===== config.mk =====
export PLATFORM = sky130hd
export DESIGN_NAME = utf16_to_utf8_encoder_core
export DESIGN_NICKNAME = d
export VERILOG_FILES = /design/src/rtl/u16u8_pkg.sv /design/src/rtl/utf16_to_utf8_encoder_core.sv /design/src/rtl/u16u8_front.sv /design/src/rtl/u16u8_queue.sv /design/src/rtl/u16u8_back.sv
export VERILOG_INCLUDE_DIRS = /design/src /design/src/rtl
export SDC_FILE = /design/constraint.sdc
export NUM_CORES = 1
export LEC_CHECK = 0
export BUFFER_PORTS_ARGS = -buffer_cell sky130_fd_sc_hd__buf_4
export CORE_ASPECT_RATIO = 1.1
export CORE_MARGIN = 10
export CORE_UTILIZATION = 40
export DETAILED_ROUTE_END_ITERATION = 6
export HOLD_SLACK_MARGIN = 0.03
export PLACE_DENSITY = 0.64
export SLEW_MARGIN = 25
export SYNTH_ARGS = -nofsm -noshare
export SYNTH_HDL_FRONTEND = slang
export SYNTH_SLANG_ARGS = --single-unit
export TNS_END_PERCENT = 5

===== constraint.sdc =====
create_clock -name clock -period 7.9 [get_ports clock]
set_input_delay 0.395 -clock clock [delete_from_list [all_inputs] [get_ports clock]]
set_output_delay 0.395 -clock clock [all_outputs]
set_load 0.05 [all_outputs]

===== src/rtl/assert_macros.svh =====
// ---------------------------------------------------------------------------
// Assertion macros shared by the encoder modules.
// The macros expect signals named clock and reset in the calling scope.
// ---------------------------------------------------------------------------
`ifndef ASSERT_MACROS_SVH
`define ASSERT_MACROS_SVH

// Check a property at every rising edge, held off while reset is high
`define ASSERT_CLK(label, prop, msg) \
   label: assert property (@(posedge clock) disable iff (reset) (prop)) else $error(msg);

// Check a property at every rising edge, reset included
`define ASSERT_ALWAYS(label, prop, msg) \
   label: assert property (@(posedge clock) (prop)) else $error(msg);

`endif


===== src/rtl/u16u8_pkg.sv =====
// ---------------------------------------------------------------------------
// u16u8_pkg
// Types, codes and constants shared by the UTF-16 to UTF-8 encoder.
// ---------------------------------------------------------------------------
package u16u8_pkg;

   // Widths of the beats
   localparam int UNIT_W     = 16;
   localparam int BYTE_W     = 8;
   localparam int MAX_BYTES  = 4;
   localparam int IDX_W      = 2;
   localparam int LOW_W      = 10;
   localparam int CP_W       = 21;

   // Default depth of the queue between front and back
   localparam int QUEUE_DEPTH = 2;

   // Range limits of the encoding
   localparam logic [UNIT_W-1:0] ASCII_MAX  = 16'h007F;
   localparam logic [UNIT_W-1:0] TWO_LIMIT  = 16'h0800;
   localparam logic [UNIT_W-1:0] SURR_FIRST = 16'hD800;
   localparam logic [UNIT_W-1:0] SURR_END   = 16'hE000;
   localparam logic [CP_W-1:0]   PLANE_BASE = 21'h10000;

   // Lead and continuation byte prefixes
   localparam logic [BYTE_W-1:0] CONT_PREFIX  = 8'h80;
   localparam logic [BYTE_W-1:0] LEAD2_PREFIX = 8'hC0;
   localparam logic [BYTE_W-1:0] LEAD3_PREFIX = 8'hE0;
   localparam logic [BYTE_W-1:0] LEAD4_PREFIX = 8'hF0;
   localparam logic [BYTE_W-1:0] CONT_MASK    = 8'h3F;
   localparam logic [BYTE_W-1:0] END_BYTE     = 8'hFF;

   // Last byte position for each sequence length
   localparam logic [IDX_W-1:0] LAST_OF_ONE   = 2'd0;
   localparam logic [IDX_W-1:0] LAST_OF_TWO   = 2'd1;
   localparam logic [IDX_W-1:0] LAST_OF_THREE = 2'd2;
   localparam logic [IDX_W-1:0] LAST_OF_FOUR  = 2'd3;

   // Classes of an accepted input beat
   typedef enum logic [2:0] {
      KIND_END,
      KIND_PAIR,
      KIND_ONE,
      KIND_TWO,
      KIND_THREE,
      KIND_LEAD
   } kind_type;

   // One queued job: the bytes of one character or the end marker
   typedef struct packed {
      logic [MAX_BYTES-1:0][BYTE_W-1:0] bytes;
      logic [IDX_W-1:0]                 last_idx;
      logic                             end_flag;
      logic                             trunc;
   } job_type;

   // Queue status seen by the front and the back
   typedef struct packed {
      logic full;
      logic not_empty;
   } queue_status_type;

endpackage


===== src/rtl/utf16_to_utf8_encoder_core.sv =====
// ---------------------------------------------------------------------------
// utf16_to_utf8_encoder_core
// UTF-16 code units in, UTF-8 bytes out, one byte per result beat.
// ---------------------------------------------------------------------------
// Each request beat carries one code unit or an end-of-stream mark. The
// block answers with one to four byte beats per character (none for a
// leading surrogate, which is held and paired with the next unit) and one
// 0xFF beat with end_marker set for end of stream, truncated set when a
// leading surrogate was still held. The back end sends one byte per clock
// through its output register while rsp_stall is low. ASCII yields one
// byte, other BMP units two or three, a surrogate pair four, end of stream
// one and a held leading half none. A queue of QUEUE_DEPTH jobs sits
// between the front and the back, so new units are taken while earlier
// bytes are still leaving.
// ---------------------------------------------------------------------------
module utf16_to_utf8_encoder_core #(
   parameter int QUEUE_DEPTH = u16u8_pkg::QUEUE_DEPTH
) (
   input  logic                         clock,
   input  logic                         reset,
   input  logic                         req_valid,
   output logic                         req_stall,
   input  logic [u16u8_pkg::UNIT_W-1:0] req_code_unit,
   input  logic                         req_end_of_stream,
   output logic                         rsp_valid,
   input  logic                         rsp_stall,
   output logic [u16u8_pkg::BYTE_W-1:0] rsp_utf8_byte,
   output logic                         rsp_last_of_char,
   output logic                         rsp_end_marker,
   output logic                         rsp_truncated
);

   u16u8_pkg::queue_status_type q_status;
   u16u8_pkg::job_type          push_job;
   u16u8_pkg::job_type          pop_job;
   logic                        push;
   logic                        pop;

   u16u8_front u_front (
      .clock             (clock),
      .reset             (reset),
      .req_valid         (req_valid),
      .req_stall         (req_stall),
      .req_code_unit     (req_code_unit),
      .req_end_of_stream (req_end_of_stream),
      .q_status          (q_status),
      .push              (push),
      .push_job          (push_job)
   );

   u16u8_queue #(
      .DEPTH (QUEUE_DEPTH)
   ) u_queue (
      .clock    (clock),
      .reset    (reset),
      .push     (push),
      .push_job (push_job),
      .pop      (pop),
      .pop_job  (pop_job),
      .status   (q_status)
   );

   u16u8_back u_back (
      .clock            (clock),
      .reset            (reset),
      .q_status         (q_status),
      .pop_job          (pop_job),
      .pop              (pop),
      .rsp_valid        (rsp_valid),
      .rsp_stall        (rsp_stall),
      .rsp_utf8_byte    (rsp_utf8_byte),
      .rsp_last_of_char (rsp_last_of_char),
      .rsp_end_marker   (rsp_end_marker),
      .rsp_truncated    (rsp_truncated)
   );

endmodule


===== src/rtl/u16u8_front.sv =====
// ---------------------------------------------------------------------------
// u16u8_front
// Accepts code units, pairs surrogates and builds one byte job per character.
// ---------------------------------------------------------------------------
`include "assert_macros.svh"

module u16u8_front (
   input  logic                                 clock,
   input  logic                                 reset,
   input  logic                                 req_valid,
   output logic                                 req_stall,
   input  logic [u16u8_pkg::UNIT_W-1:0]         req_code_unit,
   input  logic                                 req_end_of_stream,
   input  u16u8_pkg::queue_status_type          q_status,
   output logic                                 push,
   output u16u8_pkg::job_type                   push_job
);

   logic [u16u8_pkg::LOW_W-1:0] held_ff, held_in;
   logic                        pending_ff, pending_in;
   logic                        accept;
   u16u8_pkg::kind_type         kind;
   logic [u16u8_pkg::CP_W-1:0]  cp;

   assign req_stall = q_status.full;
   assign accept    = req_valid && !q_status.full;

   // Classify the incoming beat
   always_comb begin
      if (req_end_of_stream) begin
         kind = u16u8_pkg::KIND_END;
      end else if (pending_ff) begin
         kind = u16u8_pkg::KIND_PAIR;
      end else if (req_code_unit <= u16u8_pkg::ASCII_MAX) begin
         kind = u16u8_pkg::KIND_ONE;
      end else if (req_code_unit < u16u8_pkg::TWO_LIMIT) begin
         kind = u16u8_pkg::KIND_TWO;
      end else if (req_code_unit < u16u8_pkg::SURR_FIRST ||
                   req_code_unit >= u16u8_pkg::SURR_END) begin
         kind = u16u8_pkg::KIND_THREE;
      end else begin
         kind = u16u8_pkg::KIND_LEAD;
      end
   end

   // Code point of a surrogate pair
   assign cp = u16u8_pkg::PLANE_BASE + {1'b0, held_ff, req_code_unit[u16u8_pkg::LOW_W-1:0]};

   // Build the job and the next surrogate state
   always_comb begin
      push_job   = '0;
      push       = 1'b0;
      held_in    = held_ff;
      pending_in = pending_ff;
      unique case (kind)
         u16u8_pkg::KIND_END: begin
            push_job.bytes[0] = u16u8_pkg::END_BYTE;
            push_job.last_idx = u16u8_pkg::LAST_OF_ONE;
            push_job.end_flag = 1'b1;
            push_job.trunc    = pending_ff;
            push              = accept;
            if (accept) begin
               held_in    = '0;
               pending_in = 1'b0;
            end
         end
         u16u8_pkg::KIND_PAIR: begin
            push_job.bytes[0] = u16u8_pkg::LEAD4_PREFIX | {5'd0, cp[20:18]};
            push_job.bytes[1] = u16u8_pkg::CONT_PREFIX  | {2'd0, cp[17:12]};
            push_job.bytes[2] = u16u8_pkg::CONT_PREFIX  | {2'd0, cp[11:6]};
            push_job.bytes[3] = u16u8_pkg::CONT_PREFIX  | {2'd0, cp[5:0]};
            push_job.last_idx = u16u8_pkg::LAST_OF_FOUR;
            push              = accept;
            if (accept) begin
               held_in    = '0;
               pending_in = 1'b0;
            end
         end
         u16u8_pkg::KIND_ONE: begin
            push_job.bytes[0] = req_code_unit[7:0];
            push_job.last_idx = u16u8_pkg::LAST_OF_ONE;
            push              = accept;
         end
         u16u8_pkg::KIND_TWO: begin
            push_job.bytes[0] = u16u8_pkg::LEAD2_PREFIX | {3'd0, req_code_unit[10:6]};
            push_job.bytes[1] = u16u8_pkg::CONT_PREFIX  | {2'd0, req_code_unit[5:0]};
            push_job.last_idx = u16u8_pkg::LAST_OF_TWO;
            push              = accept;
         end
         u16u8_pkg::KIND_THREE: begin
            push_job.bytes[0] = u16u8_pkg::LEAD3_PREFIX | {4'd0, req_code_unit[15:12]};
            push_job.bytes[1] = u16u8_pkg::CONT_PREFIX  | {2'd0, req_code_unit[11:6]};
            push_job.bytes[2] = u16u8_pkg::CONT_PREFIX  | {2'd0, req_code_unit[5:0]};
            push_job.last_idx = u16u8_pkg::LAST_OF_THREE;
            push              = accept;
         end
         u16u8_pkg::KIND_LEAD: begin
            // Hold the leading half, emit nothing yet
            if (accept) begin
               held_in    = req_code_unit[u16u8_pkg::LOW_W-1:0];
               pending_in = 1'b1;
            end
         end
         default: begin
            push = 1'b0;
         end
      endcase
   end

   // Hold the surrogate state
   always_ff @(posedge clock) begin
      if (reset) begin
         held_ff    <= '0;
         pending_ff <= 1'b0;
      end else begin
         held_ff    <= held_in;
         pending_ff <= pending_in;
      end
   end

   `ASSERT_CLK(a_lead_sets_pending,
      accept && kind == u16u8_pkg::KIND_LEAD |=> pending_ff,
      "leading surrogate beat did not set the pending flag")
   `ASSERT_CLK(a_end_clears_pending,
      accept && req_end_of_stream |=> !pending_ff && held_ff == '0,
      "end of stream left surrogate state behind")

endmodule


===== src/rtl/u16u8_queue.sv =====
// ---------------------------------------------------------------------------
// u16u8_queue
// Small register queue of byte jobs between the front and the back.
// ---------------------------------------------------------------------------
`include "assert_macros.svh"

module u16u8_queue #(
   parameter int DEPTH = u16u8_pkg::QUEUE_DEPTH
) (
   input  logic                        clock,
   input  logic                        reset,
   input  logic                        push,
   input  u16u8_pkg::job_type          push_job,
   input  logic                        pop,
   output u16u8_pkg::job_type          pop_job,
   output u16u8_pkg::queue_status_type status
);

   localparam int PTR_W = (DEPTH > 1) ? $clog2(DEPTH) : 1;
   localparam int CNT_W = $clog2(DEPTH + 1);

   u16u8_pkg::job_type entry_ff [DEPTH];
   logic [PTR_W-1:0]   wr_ptr_ff, wr_ptr_in;
   logic [PTR_W-1:0]   rd_ptr_ff, rd_ptr_in;
   logic [CNT_W-1:0]   cnt_ff, cnt_in;

   assign status.full      = (cnt_ff == CNT_W'(DEPTH));
   assign status.not_empty = (cnt_ff != '0);
   assign pop_job          = entry_ff[rd_ptr_ff];

   // Advance pointers and count
   always_comb begin
      wr_ptr_in = wr_ptr_ff;
      rd_ptr_in = rd_ptr_ff;
      cnt_in    = cnt_ff;
      if (push) begin
         wr_ptr_in = (wr_ptr_ff == PTR_W'(DEPTH - 1)) ? '0 : wr_ptr_ff + 1'b1;
      end
      if (pop) begin
         rd_ptr_in = (rd_ptr_ff == PTR_W'(DEPTH - 1)) ? '0 : rd_ptr_ff + 1'b1;
      end
      if (push && !pop) begin
         cnt_in = cnt_ff + 1'b1;
      end else if (pop && !push) begin
         cnt_in = cnt_ff - 1'b1;
      end
   end

   always_ff @(posedge clock) begin
      if (reset) begin
         wr_ptr_ff <= '0;
         rd_ptr_ff <= '0;
         cnt_ff    <= '0;
      end else begin
         wr_ptr_ff <= wr_ptr_in;
         rd_ptr_ff <= rd_ptr_in;
         cnt_ff    <= cnt_in;
      end
   end

   // Store the pushed job
   always_ff @(posedge clock) begin
      if (push) begin
         entry_ff[wr_ptr_ff] <= push_job;
      end
   end

   `ASSERT_CLK(a_push_pop_count,
      push && !pop |=> cnt_ff == $past(cnt_ff) + 1'b1,
      "queue count did not follow a lone push")

endmodule


===== src/rtl/u16u8_back.sv =====
// ---------------------------------------------------------------------------
// u16u8_back
// Takes byte jobs from the queue and sends them out one byte per beat.
// ---------------------------------------------------------------------------
`include "assert_macros.svh"

module u16u8_back (
   input  logic                         clock,
   input  logic                         reset,
   input  u16u8_pkg::queue_status_type  q_status,
   input  u16u8_pkg::job_type           pop_job,
   output logic                         pop,
   output logic                         rsp_valid,
   input  logic                         rsp_stall,
   output logic [u16u8_pkg::BYTE_W-1:0] rsp_utf8_byte,
   output logic                         rsp_last_of_char,
   output logic                         rsp_end_marker,
   output logic                         rsp_truncated
);

   u16u8_pkg::job_type              cur_ff, cur_in;
   logic                            cur_valid_ff, cur_valid_in;
   logic [u16u8_pkg::IDX_W-1:0]     idx_ff, idx_in;
   logic                            rsp_valid_ff, rsp_valid_in;
   logic [u16u8_pkg::BYTE_W-1:0]    byte_ff, byte_in;
   logic                            last_ff, last_in;
   logic                            endm_ff, endm_in;
   logic                            trunc_ff, trunc_in;
   logic                            out_free;
   logic                            emit;
   logic                            cur_done;
   logic                            at_last;

   assign out_free = !rsp_valid_ff || !rsp_stall;
   assign emit     = cur_valid_ff && out_free;
   assign at_last  = (idx_ff == cur_ff.last_idx);
   assign cur_done = emit && at_last;
   assign pop      = q_status.not_empty && (!cur_valid_ff || cur_done);

   // Advance through the current job, load the next one as it finishes
   always_comb begin
      cur_in       = cur_ff;
      cur_valid_in = cur_valid_ff;
      idx_in       = idx_ff;
      if (pop) begin
         cur_in       = pop_job;
         cur_valid_in = 1'b1;
         idx_in       = '0;
      end else if (cur_done) begin
         cur_valid_in = 1'b0;
      end else if (emit) begin
         idx_in = idx_ff + 1'b1;
      end
   end

   // Fill the output register
   always_comb begin
      rsp_valid_in = rsp_valid_ff;
      byte_in      = byte_ff;
      last_in      = last_ff;
      endm_in      = endm_ff;
      trunc_in     = trunc_ff;
      if (emit) begin
         rsp_valid_in = 1'b1;
         byte_in      = cur_ff.bytes[idx_ff];
         last_in      = at_last && !cur_ff.end_flag;
         endm_in      = cur_ff.end_flag;
         trunc_in     = cur_ff.end_flag && cur_ff.trunc;
      end else if (out_free) begin
         rsp_valid_in = 1'b0;
      end
   end

   always_ff @(posedge clock) begin
      if (reset) begin
         cur_valid_ff <= 1'b0;
         idx_ff       <= '0;
         rsp_valid_ff <= 1'b0;
      end else begin
         cur_valid_ff <= cur_valid_in;
         idx_ff       <= idx_in;
         rsp_valid_ff <= rsp_valid_in;
      end
   end

   // Payload registers carry no reset
   always_ff @(posedge clock) begin
      cur_ff   <= cur_in;
      byte_ff  <= byte_in;
      last_ff  <= last_in;
      endm_ff  <= endm_in;
      trunc_ff <= trunc_in;
   end

   assign rsp_valid        = rsp_valid_ff;
   assign rsp_utf8_byte    = byte_ff;
   assign rsp_last_of_char = last_ff;
   assign rsp_end_marker   = endm_ff;
   assign rsp_truncated    = trunc_ff;

   `ASSERT_CLK(a_idx_in_range,
      cur_valid_ff |-> idx_ff <= cur_ff.last_idx,
      "byte index ran past the end of the job")
   `ASSERT_CLK(a_done_releases,
      cur_done && !pop |=> !cur_valid_ff,
      "finished job stayed active")

endmodule

### After elaboration in Yosys (flattened, before gate mapping)

Memory sizes are Yosys's and may differ from the RTL's. A register that Yosys moved wholly into a read port is not among the register bits.
Index checks and enable logic that the tools add are counted.

* add/sub/neg operators: 6
* order comparisons: 5
* eq/ne operators: 9
* muxes and demuxes: 29
* bitwise operators: 1
* reduce and logical (&&, ||, !) cells: 29

Operators with widths (count)
* $pmux W10 S5: 1
* $pmux W8 S3: 1
* $add A17 B20 Y21 const A: 1
* $mux W10: 2
* $pmux W10 S2: 1
* $bmux W8 S2: 1
* $ge A16 B16 Y1 const B: 1
* $le A16 B7 Y1 const B: 1
* $lt A16 B12 Y1 const B: 1
* $lt A16 B16 Y1 const B: 1
* $mux W8: 2
* $pmux W8 S2: 1
* $mux W1: 12
* $mux W3: 4
* $reduce_bool A2 Y1: 5
* $logic_and A1 B1 Y1: 8
* $logic_not A1 Y1: 7
* $eq A3 B2 Y1 const B: 2
* $eq A3 B3 Y1 const B: 2
* $mux W2: 3
* $reduce_or A5 Y1: 1
* $add A2 B1 Y2 const B: 2
* $ne A2 B1 Y1 const B: 2
* $reduce_or A2 Y1: 2
* other kinds (12): 15

* register bits: 30
* bits in writable memories: 72
* input port bits: 21
* output and inout port bits: 13
* word-level logic and storage cells: 92
* memories kept: 1

Memory list
* u_queue.entry_ff: words 2, width 36, read ports 1, clocked after Yosys merged registers in 1, write ports 1, RTL line u16u8_queue.sv:22 `u16u8_pkg::job_type entry_ff [DEPTH];`

### Logic depth before layout (Yosys ltp)

Gate-level depths: netlist of run 1.

* depth in word-level cells: 14
* depth in mapped cells: 8
* depth with buffers taken out: 7

### Modules after synthesis

A second synthesis of run 1 with hierarchy kept.

* cells, all modules: 327
* area, all modules: 5599.1 µm²

By module, submodules not included
* u16u8_queue: times used 1, cells each 134, area an instance 2816.5 µm², sequential area each 2262.2 µm²
* u16u8_back: times used 1, cells each 78, area an instance 1809.2 µm², sequential area each 1491.4 µm²
* u16u8_front: times used 1, cells each 115, area an instance 973.4 µm², sequential area each 220.2 µm²

### Worst setup path after synthesis of run 1

Ideal clock, no wire load.

* path type: reg-to-reg
* start: reg u_back.idx_ff[1] (netlist name)
* end: reg u_queue.cnt_ff[1]
* setup time: 71 ps
* arrival time: 2933 ps
* data required time: 7829 ps
* path slack: 4896 ps
* stages on the path, launching flop included: 8
* path buffers: 1
* period minus slack after synthesis: 3004 ps
* path through: dfxtp_1 -> buf_6 -> xor2_2 -> o41ai_4 -> inv_1 -> ha_1 -> or3_1 -> a21oi_1

* longest elaborated chain between the ends: 7
* elaborated cells between the ends (all ways): 9
* those cells by class: eq/ne (1); mux (1); reduce/logical (7)

RTL lines
* start, declared: RTL line u16u8_back.sv:23 `logic [u16u8_pkg::IDX_W-1:0] idx_ff, idx_in;`
* start signal, assigned: RTL line u16u8_back.sv:81 `idx_ff <= idx_in;`
* $eq A2 B2 Y1 (*): RTL line u16u8_back.sv:36 `assign at_last = (idx_ff == cur_ff.last_idx);`
* $logic_and A1 B1 Y1 (*): RTL line u16u8_back.sv:37 `assign cur_done = emit && at_last;`
* $logic_or A1 B1 Y1 (*): RTL line u16u8_back.sv:38 `assign pop = q_status.not_empty && (!cur_valid_ff || cur_done);`
* $logic_and A1 B1 Y1 (*): RTL line u16u8_back.sv:38
* via pop: RTL line utf16_to_utf8_encoder_core.sv:37 `logic pop;`
* $logic_not A1 Y1: RTL line u16u8_queue.sv:42 `if (push && !pop) begin`
* $logic_and A1 B1 Y1: RTL line u16u8_queue.sv:42
* $mux W2 / $reduce_bool A2 Y1 (equally long branches)
* end signal, assigned: RTL line u16u8_queue.sv:57 `cnt_ff <= cnt_in;`
* end, declared: RTL line u16u8_queue.sv:25 `logic [CNT_W-1:0] cnt_ff, cnt_in;`

The timed path passes the listed nets; every way through them passes the cells marked *.
A chain may end at the register's enable or synchronous reset.

### Final worst setup path of run 1

* start: reg u_back.idx_ff[0] (netlist name)
* end: reg u_queue.cnt_ff[1]

Same word-level chain as after synthesis.

==> results of run 1 <==
sequential cells by signal (all words and copies together) (netlist names), 2 cells and up:
register              flops
u_queue.entry_ff         66
u_back.idx_ff             2
u_front.held_ff          10
u_back.rsp_utf8_byte      8
u_back.cur_ff            33
u_queue.cnt_ff            2
power by group through the flow:
stage,combinational [mW],sequential [mW],clock (mW)
2_1_floorplan,0.299,1.10,0
3_3_place_gp,0.479,1.05,0
3_5_place_dp,0.484,1.06,0
4_1_cts,0.487,1.05,0.765
5_1_grt,0.520,1.06,0.792
6_report,0.478,1.04,0.752
per-layer routing:
metal	part of all wire [%]	routed length, um	track usage [%]
met2	48	4540	16.55
met5	0	0	0
met4	2.4	229	6.334
met1	46	4344	14.05
met3	3.5	335	2.584
through the flow:
| stage | utilization (%) | total power [mW] | cell area [um2] | instances | setup slack (ns) |
|---|---|---|---|---|---|
| after floorplan | - | 1.396 | 5194 | 306 | 4.896 |
| after global placement | 44.43 | 1.529 | 5618 | 488 | 5.644 |
| after detailed placement | 44.43 | 1.543 | 5618 | 488 | 5.578 |
| after CTS | 48.99 | 2.298 | 6193 | 520 | 5.564 |
| after global routing | 48.99 | 2.374 | 6193 | 520 | 5.362 |
| final | 48.99 | 2.270 | 6193 | 520 | 5.616 |
layout make-up:
class | instances | area [um2]
Fill cell | 1044 | 6450
Sequential cell | 129 | 3684
Multi-Input combinational cell | 161 | 1441
Clock buffer | 18 | 429.2
Timing Repair Buffer | 38 | 285.3
Tap cell | 157 | 196.4
Clock inverter | 14 | 146.4
Inverter | 3 | 11.26
cells by family after synthesis:
group | Yosys count
AO/OA/AOI/OAI | 52
AND/OR/NAND/NOR | 56
adder cells (fa/ha/maj) | 2
multiplexers | 42
XOR/XNOR | 9
buffers and inverters | 16
flip-flops | 129
cells in the mapped netlist (4+ instances only):
library cell	instances	share of area [%]
edfxtp_1	110	64
mux4_2	7	3.0
a22o_1	16	2.7
dfxtp_1	19	7.3
a221o_1	6	1.2
nor2b_1	4	0.48
nor3_1	5	0.48
nor2_1	10	0.72
mux2_2	34	7.4
a21oi_1	7	0.67
clkbuf_1	4	0.29
and2_1	16	1.9
xor2_1	7	1.2
buf_2	5	0.48
or2_2	4	0.48
o21ai_0	8	0.77
worst max-delay path by stage:
stage	slack (ns)	cells after the start	startpoint	end
4_1_cts	5.56	6	u_back.idx_ff[0]	u_queue.cnt_ff[1]
3_3_place_gp	5.64	6	u_back.idx_ff[0]	u_queue.cnt_ff[1]
2_1_floorplan	4.90	7	u_back.idx_ff[1]	u_queue.cnt_ff[1]
3_5_place_dp	5.58	6	u_back.idx_ff[0]	u_queue.cnt_ff[1]
6_report	5.62	6	u_back.idx_ff[0]	u_queue.cnt_ff[1]
5_1_grt	5.36	6	u_back.idx_ff[0]	u_queue.cnt_ff[1]
==> metrics.txt, run 1 <==
outcome finished, final reports clean; worst-path cell chain xor2_1 > o41ai_4 > inv_1 > ha_1 > or3_1 > a21oi_1; startpoint types flop; die height 139.5 um; Final GP Congestion 0.8804; Seq cells post-synth 129; Final period util 28.91%; post-synthesis mux area share 10.60%; most frequent cells in the layout 110 x edfxtp_1, 38 x buf_4, 34 x mux2_2; crit path DAT 2.62 ns; Clock Path Buffers 2; Via density 5.237; WL final 9449 um; setup slack, reg-to-reg 5.62 ns; FFs w/ async S/R, synth 0%; Final min period 2.284 ns; switching share of power 27.18%; drt wl/cell 18.17 um; main combinational cell family by area after synthesis multiplexers; # port buffers 33; worst slew pin tran 0.9649 ns; PD cells 366.6 mW/mm2; GRT Util Overall 10.98%; # setup viols final 0; CP required 8.24 ns; Worst Hold Path Cells 2; Synth Area in Simple Gates 6.890%; WP buf/inv 1; Synth Flop Type edfxtp_1; initial antenna violation count 0; DRC 0; Vias 2723; Hold Slack 0.2538 ns; number of synthesized flops with an enable pin 110; compound-cell area share of the yosys netlist 8.022%; crit path kind flop to flop; CTS tree built; TNS Setup 0 ns; Num CTS Buffers 17; antenna violation net count after detailed routing 0; Synth Cell Area 0.005194 mm2; worst rel slew slack 35.38%; Hold Crit Start req_code_unit[3]; maximum VDD drop 211.9 uV; Iteration-0 DRC Markers 197; Gate power share 21.0%; die area 0.01795 mm2; Pint 1.653 mW; Synth Net Count 329; Worst path slowest cell dfxtp_1; RSZ-0062 raised after global routing false; Seq/Total Area, Yosys 70.92%; clock-pin slew on the worst setup and hold paths 0.05 ns; largest net degree at the start of global routing 37; cell row count 43; switching power 0.6172 mW; Worst Hold Endpoint u_front.held_ff[3]; Clk pwr share 33.1%; clock latency on the worst-skew pair 0.41 ns; drt pass-1 iters 5; Mapped Avg Cell Area 16.97 um2; RR Startpoint u_back.idx_ff[0]; starting density of the core 41.08%; XOR/XNOR share of the synthesized area 1.662%; ratio of cells with drive above 1 in the final layout 33.88%; total gr overflow 0; H-tree depth 4; f_max 437.8 MHz; vias in the first global route 2956; Root Driver clkbuf_16; Cells after Synth 306; critical path endpoint category flop; fin nets 373; leak pwr 2.198 nW; ant diodes 0; Ports 34; clk sinks 129; dpl hpwl 6193 um; Critical Path Fanout Max 11; R2R depth 6; core area 0.01264 mm2; synth warn 0; slowest stage delay, CP 0.73 ns; FF-to-FF End u_queue.cnt_ff[1]; Synth cell types 46; die extent in x 128.6 um; Clock Skews 0.005886 ns; area grow syn2layout 19.25%; final count of hold timing violations 0; hold_buf cts 0; HP Class input pin to flop; adder-cell share of the synthesized area 0.4818%; Worst path top cell family by delay flip-flops; most common cell after layout, fill and taps aside edfxtp_1; global-route wire length before repair 15350 um; Reg power frac 45.9%; total of max-cap violations 0; Post-CTS Resized 0; Slew Viols, Final 0; setup bufs post-CTS 0
(Power assumes the default switching activity.)
==> run 2, diff against run 1 <==
--- a/config.mk
+++ b/config.mk
@@ -6,13 +6,14 @@
 export SDC_FILE = /design/constraint.sdc
 export NUM_CORES = 1
 export LEC_CHECK = 0
+export ABC_AREA = 1
 export BUFFER_PORTS_ARGS = -buffer_cell sky130_fd_sc_hd__buf_4
 export CORE_ASPECT_RATIO = 1.1
 export CORE_MARGIN = 10
 export CORE_UTILIZATION = 40
 export DETAILED_ROUTE_END_ITERATION = 6
 export HOLD_SLACK_MARGIN = 0.03
-export PLACE_DENSITY = 0.64
+export PLACE_DENSITY = 0.63
 export SLEW_MARGIN = 25
 export SYNTH_ARGS = -nofsm -noshare
 export SYNTH_HDL_FRONTEND = slang
==> constraint.sdc (replaced) <==
create_clock -name clock -period 2.25 [get_ports clock]
set_input_delay 0.1125 -clock clock [delete_from_list [all_inputs] [get_ports clock]]
set_output_delay 0.1125 -clock clock [all_outputs]
set_load 0.05 [all_outputs]
==> metrics.txt, run 2 <==
Seq cells post-synth 129; Num CTS Buffers 17; WL final 10490 um; area grow syn2layout 21.61%; Slew Viols, Final 0; crit path DAT 2.31 ns; Seq/Total Area, Yosys 68.05%; critical path endpoint category flop; Clock Path Buffers 2; FFs w/ async S/R, synth 0%; synth top area cells edfxtp_1 61%, nand2_1 9.6%, dfxtp_1 7.0%; outcome finished, final reports clean; Cells after DPL 666; clock latency on the worst-skew pair 0.40 ns; Critical Path Fanout Max 10; max FFs per register 66; H-tree depth 4; global-route wire length before repair 17630 um; die height 142.0 um; Fill cells 1154; HP Class input pin to flop; total of max-cap violations 0; die area 0.01859 mm2; DRC 0; Hold Crit Start reset; PD cells 1242 mW/mm2; initial antenna violation count 0; Cells after Synth 478; Final period util 90.15%; most common cell after layout, fill and taps aside nand2_1; Final GP Congestion 0.9294; crit path kind input pin to flop; Synth cell types 37; busiest layer in global routing met2; met3 usage 3.354%; GRT Util Overall 12.13%; Mapped Avg Cell Area 11.32 um2; number of synthesized flops with an enable pin 110; startpoint types input pin; CP required 2.54 ns; largest net degree at the start of global routing 35; clock-pin slew on the worst setup and hold paths 0.05 ns; cell row count 44; die extent in x 130.9 um; ant diodes 0; Via density 4.898; core area 0.01321 mm2; leak pwr 2.609 nW; Yosys top cell area share 61.03%; # setup viols final 0; vias in the first global route 3601; synth warn 0; Clock Skews 0.008358 ns; worst rel slew slack 68.93%; Power, Total 8.173 mW; area leader, netlist edfxtp_1; antenna violation net count after detailed routing 0; ratio of cells with drive above 1 in the final layout 21.66%; fin nets 565; Synth Net Count 501; Regs by FF count u_queue.entry_ff (66), u_back.cur_ff (33), u_front.held_ff (10); clk sinks 129; met1 Use GR 14.55%; Biggest register u_queue.entry_ff; worst slew pin tran 0.4655 ns; dpl hpwl 7475 um; final count of hold timing violations 0; drt wl/cell 14.67 um; Finished Layout Cells 715; Ports 34; RSZ-0062 raised after global routing false; Final Util 49.82%; Setup crit start req_code_unit[7]; # port buffers 33; total gr overflow 0; met2 Resource Use GR 19.95%; count leader, synth nand2_1; f_max 493.0 MHz; Synth Flop Type edfxtp_1; most frequent cells after synthesis 138 x nand2_1, 110 x edfxtp_1, 33 x nor2_1, 30 x inv_1, 23 x o21ai_0; Final min period 2.028 ns; maximum VDD drop 573.9 uV; CTS tree built; Synth Cell Area 0.005413 mm2; RR Startpoint u_front.pending_ff; drt pass-1 iters 4; Root Driver clkbuf_16; TNS Setup 0 ns; most frequent cells in the layout 138 x nand2_1, 110 x edfxtp_1, 42 x buf_4; Vias 3502; starting density of the core 40.97%; Iteration-0 DRC Markers 254
## run 2: power by group
| part | internal (mW) | leakage, nW | total, mW | switching, mW |
|---|---|---|---|---|
| clock | 1.59 | 0.262 | 2.47 | 0.875 |
| sequential | 3.50 | 1.19 | 3.69 | 0.184 |
| combinational | 0.579 | 1.15 | 2.02 | 1.44 |
## run 2: layout make-up
class	instances	area, um2	share of cell area (%)
sequential	129	3684	55.96
multi-input combinational	291	1471	22.35
timing repair buffer	62	535.5	8.135
clock buffer	21	440.4	6.691
tap	161	201.4	3.060
inverter	41	156.4	2.376
clock inverter	10	93.84	1.426
## run 2: layer usage
layer	routed length (um)	up-vias
li1	-	1750
met1	4721	1652
met2	5171	90
met3	423	10
met4	174	0
met5	0	-
## run 2: critical path: stages
cell and delay, ns:
dlygate4sd3_1 0.54, buf_4 0.14, inv_1 0.14, nand2_1 0.12, nor2_4 0.12, nand2_4 0.08, nand3_4 0.12, clkinv_2 0.17
nand3_1 0.14, a21oi_2 0.06, dlygate4sd3_1 0.56
## run 2: timing repair
| action | CTS | global route |
|---|---|---|
| gates resized for setup | 0 | 0 |
| endpoints found under the hold margin | 12 | 0 |
| setup buffers | 0 | 0 |
| hold buffers | 18 | 0 |
## run 2: cells by family after synthesis
group | share of synthesized area (%)
and+or+nand+nor | 17.85
DFF | 68.05
AOI/OAI and AO/OA | 8.160
buffers and inverters | 4.854
xor gates and xnor gates | 0.6243
adders and majority gates | 0.4622
## run 2: path summary, 6_finish.rpt
| kind | to | slack, ns | depth (start not counted) |
|---|---|---|---|
| max | u_front.held_ff[2] | 0.22 | 11 |
| min | u_front.held_ff[1] | 0.04 | 2 |
| max reg2reg | u_queue.cnt_ff[1] | 0.33 | 11 |
| min reg2reg | u_front.held_ff[3] | 0.47 | 2 |
## run 2: stage by stage
stage / setup slack [ns] / hold WS [ns] / cell area (um2)
global route: 0.08065 / 0.03536 / 6583
CTS: 0.2764 / 0.03026 / 6583
finish: 0.2215 / 0.04148 / 6583
detailed placement: 0.3305 / 0.3838 / 5868
floorplan: -0.4187 / 0.1749 / 5415
global placement: 0.4073 / 0.3815 / 5868
==> run 3, diff against run 2 <==
--- a/config.mk
+++ b/config.mk
@@ -11,6 +11,7 @@
 export CORE_ASPECT_RATIO = 1.1
 export CORE_MARGIN = 10
 export CORE_UTILIZATION = 40
+export CTS_BUF_LIST = sky130_fd_sc_hd__clkbuf_8
 export DETAILED_ROUTE_END_ITERATION = 6
 export HOLD_SLACK_MARGIN = 0.03
 export PLACE_DENSITY = 0.63
==> metrics.txt, run 3 (synthesis gave the netlist of run 2 again) <==
Multi-input gate area 0.001471 mm2; WL final 10540 um; starting density of the core 40.97%; Power, Total 7.426 mW; antenna violation net count after detailed routing 0; total gr overflow 0; Worst Hold Path Cells 3; GRT Util Overall 12.28%; most common cell after layout, fill and taps aside nand2_1; TNS Setup 0 ns; core area 0.01321 mm2; Pint 5.019 mW; FF-to-FF End u_queue.cnt_ff[1]; H-tree depth 4; Final GP Congestion 0.9294; Final min period 1.992 ns; die extent in x 130.9 um; Final Util 48.90%; switching power 2.407 mW; Post-CTS Resized 0; drt pass-1 iters 5; cell row count 44; Clock Path Buffers 2; Root Driver clkbuf_8; Hold Slack 0.05783 ns; Setup crit start req_code_unit[7]; switching share of power 32.42%; Num CTS Buffers 17; Slew Viols, Final 0; Final period util 88.55%; Clk pwr share 23.1%; Setup crit end u_front.held_ff[4]; startpoint types input pin; clk sinks 129; R2R depth 11; HP Class input pin to flop; global-route wire length before repair 17680 um; initial antenna violation count 0; total of max-cap violations 0; final count of hold timing violations 0; critical path endpoint category flop; RSZ-0062 raised after global routing false; final std cell area, no fill 0.006461 mm2; Critical Path Fanout Max 10; ant diodes 0; Regs by FF count u_queue.entry_ff (66), u_back.cur_ff (33), u_front.held_ff (10); die area 0.01859 mm2; dpl hpwl 7475 um; # setup viols final 0; DRC 0; most frequent cells in the layout 138 x nand2_1, 110 x edfxtp_1, 42 x buf_4; die height 142.0 um; CP required 2.56 ns; # port buffers 33; Gate power share 27.3%; Ports 34; PD cells 1149 mW/mm2; Clock Skews 0.005711 ns; worst rel slew slack 69.12%; leak pwr 2.578 nW; Fill cells 1164; crit path DAT 2.30 ns; Vias 3515; clock latency on the worst-skew pair 0.42 ns; f_max 501.9 MHz; ratio of cells with drive above 1 in the final layout 21.39%; maximum VDD drop 571.1 uV; max FFs per register 66; clock-pin slew on the worst setup and hold paths 0.07 ns; Hold Crit Start req_valid; Via density 4.868; setup bufs post-CTS 0; dpl cell area 0.005868 mm2; Iteration-0 DRC Markers 249; outcome finished, final reports clean; area grow syn2layout 19.37%; RR Startpoint u_front.pending_ff; CTS tree built; FF/Latch Area 0.003684 mm2; vias in the first global route 3602; setup slack, reg-to-reg 0.33 ns; worst slew pin tran 0.4626 ns; fin nets 572; largest net degree at the start of global routing 35; drt wl/cell 14.60 um; Reg power frac 49.6%; Biggest register u_queue.entry_ff; crit path kind input pin to flop
==> run 3: worst min path at each step <==
stage	slack, ns	end
2_1_floorplan	0.17	u_front.held_ff[9]
3_3_place_gp	0.38	u_queue.entry_ff[1][1]
3_5_place_dp	0.38	u_queue.entry_ff[1][1]
4_1_cts	0.04	u_front.pending_ff
5_1_grt	0.06	u_front.pending_ff
6_report	0.06	u_front.pending_ff
==> run 3: timing repair <==
action | in CTS | in global routing
hold buffers | 25 | 0
hold endpoints to repair | 21 | 0
setup endpoints to repair | 0 | 0
==> run 3: area by class of cell <==
type | count | area share [%]
Clock buffer | 17 | 3.621
Clock inverter | 14 | 1.685
Inverter | 41 | 2.421
Multi-Input combinational cell | 291 | 22.77
Sequential cell | 129 | 57.01
Tap cell | 161 | 3.118
Timing Repair Buffer | 69 | 9.373
==> run 3: critical path, cell delays in order <==
cell,delay (ns)
dlygate4sd3_1,0.54
buf_4,0.14
inv_1,0.14
nand2_1,0.11
nor2_4,0.12
nand2_4,0.08
nand3_4,0.12
clkinv_2,0.17
nand3_1,0.14
a21oi_2,0.06
dlygate4sd3_1,0.56
==> run 3: metal layers <==
metal	vias to the layer above	GRT usage [%]	share of wire (%)
met5	-	0	0
met4	0	5.507	1.4
met3	9	3.727	4.4
met2	77	20.08	50
met1	1662	14.54	44
li1	1767	-	-
==> run 3: metrics by stage <==
| stage | setup WS (ns) | std cells |
|---|---|---|
| global route | 0.08332 | 722 |
| detailed placement | 0.3305 | 666 |
| finish | 0.2576 | 722 |
| floorplan | -0.4187 | 478 |
| global placement | 0.4073 | 666 |
| CTS | 0.2871 | 722 |
==> run 3: power groups by stage <==
stage	logic, mW	clock network, mW	registers [mW]
detailed placement	2.04	0	3.74
finish	2.03	1.72	3.68
CTS	2.07	1.76	3.69
global route	2.28	1.88	3.74
floorplan	1.15	0	3.99
global placement	2.01	0	3.72
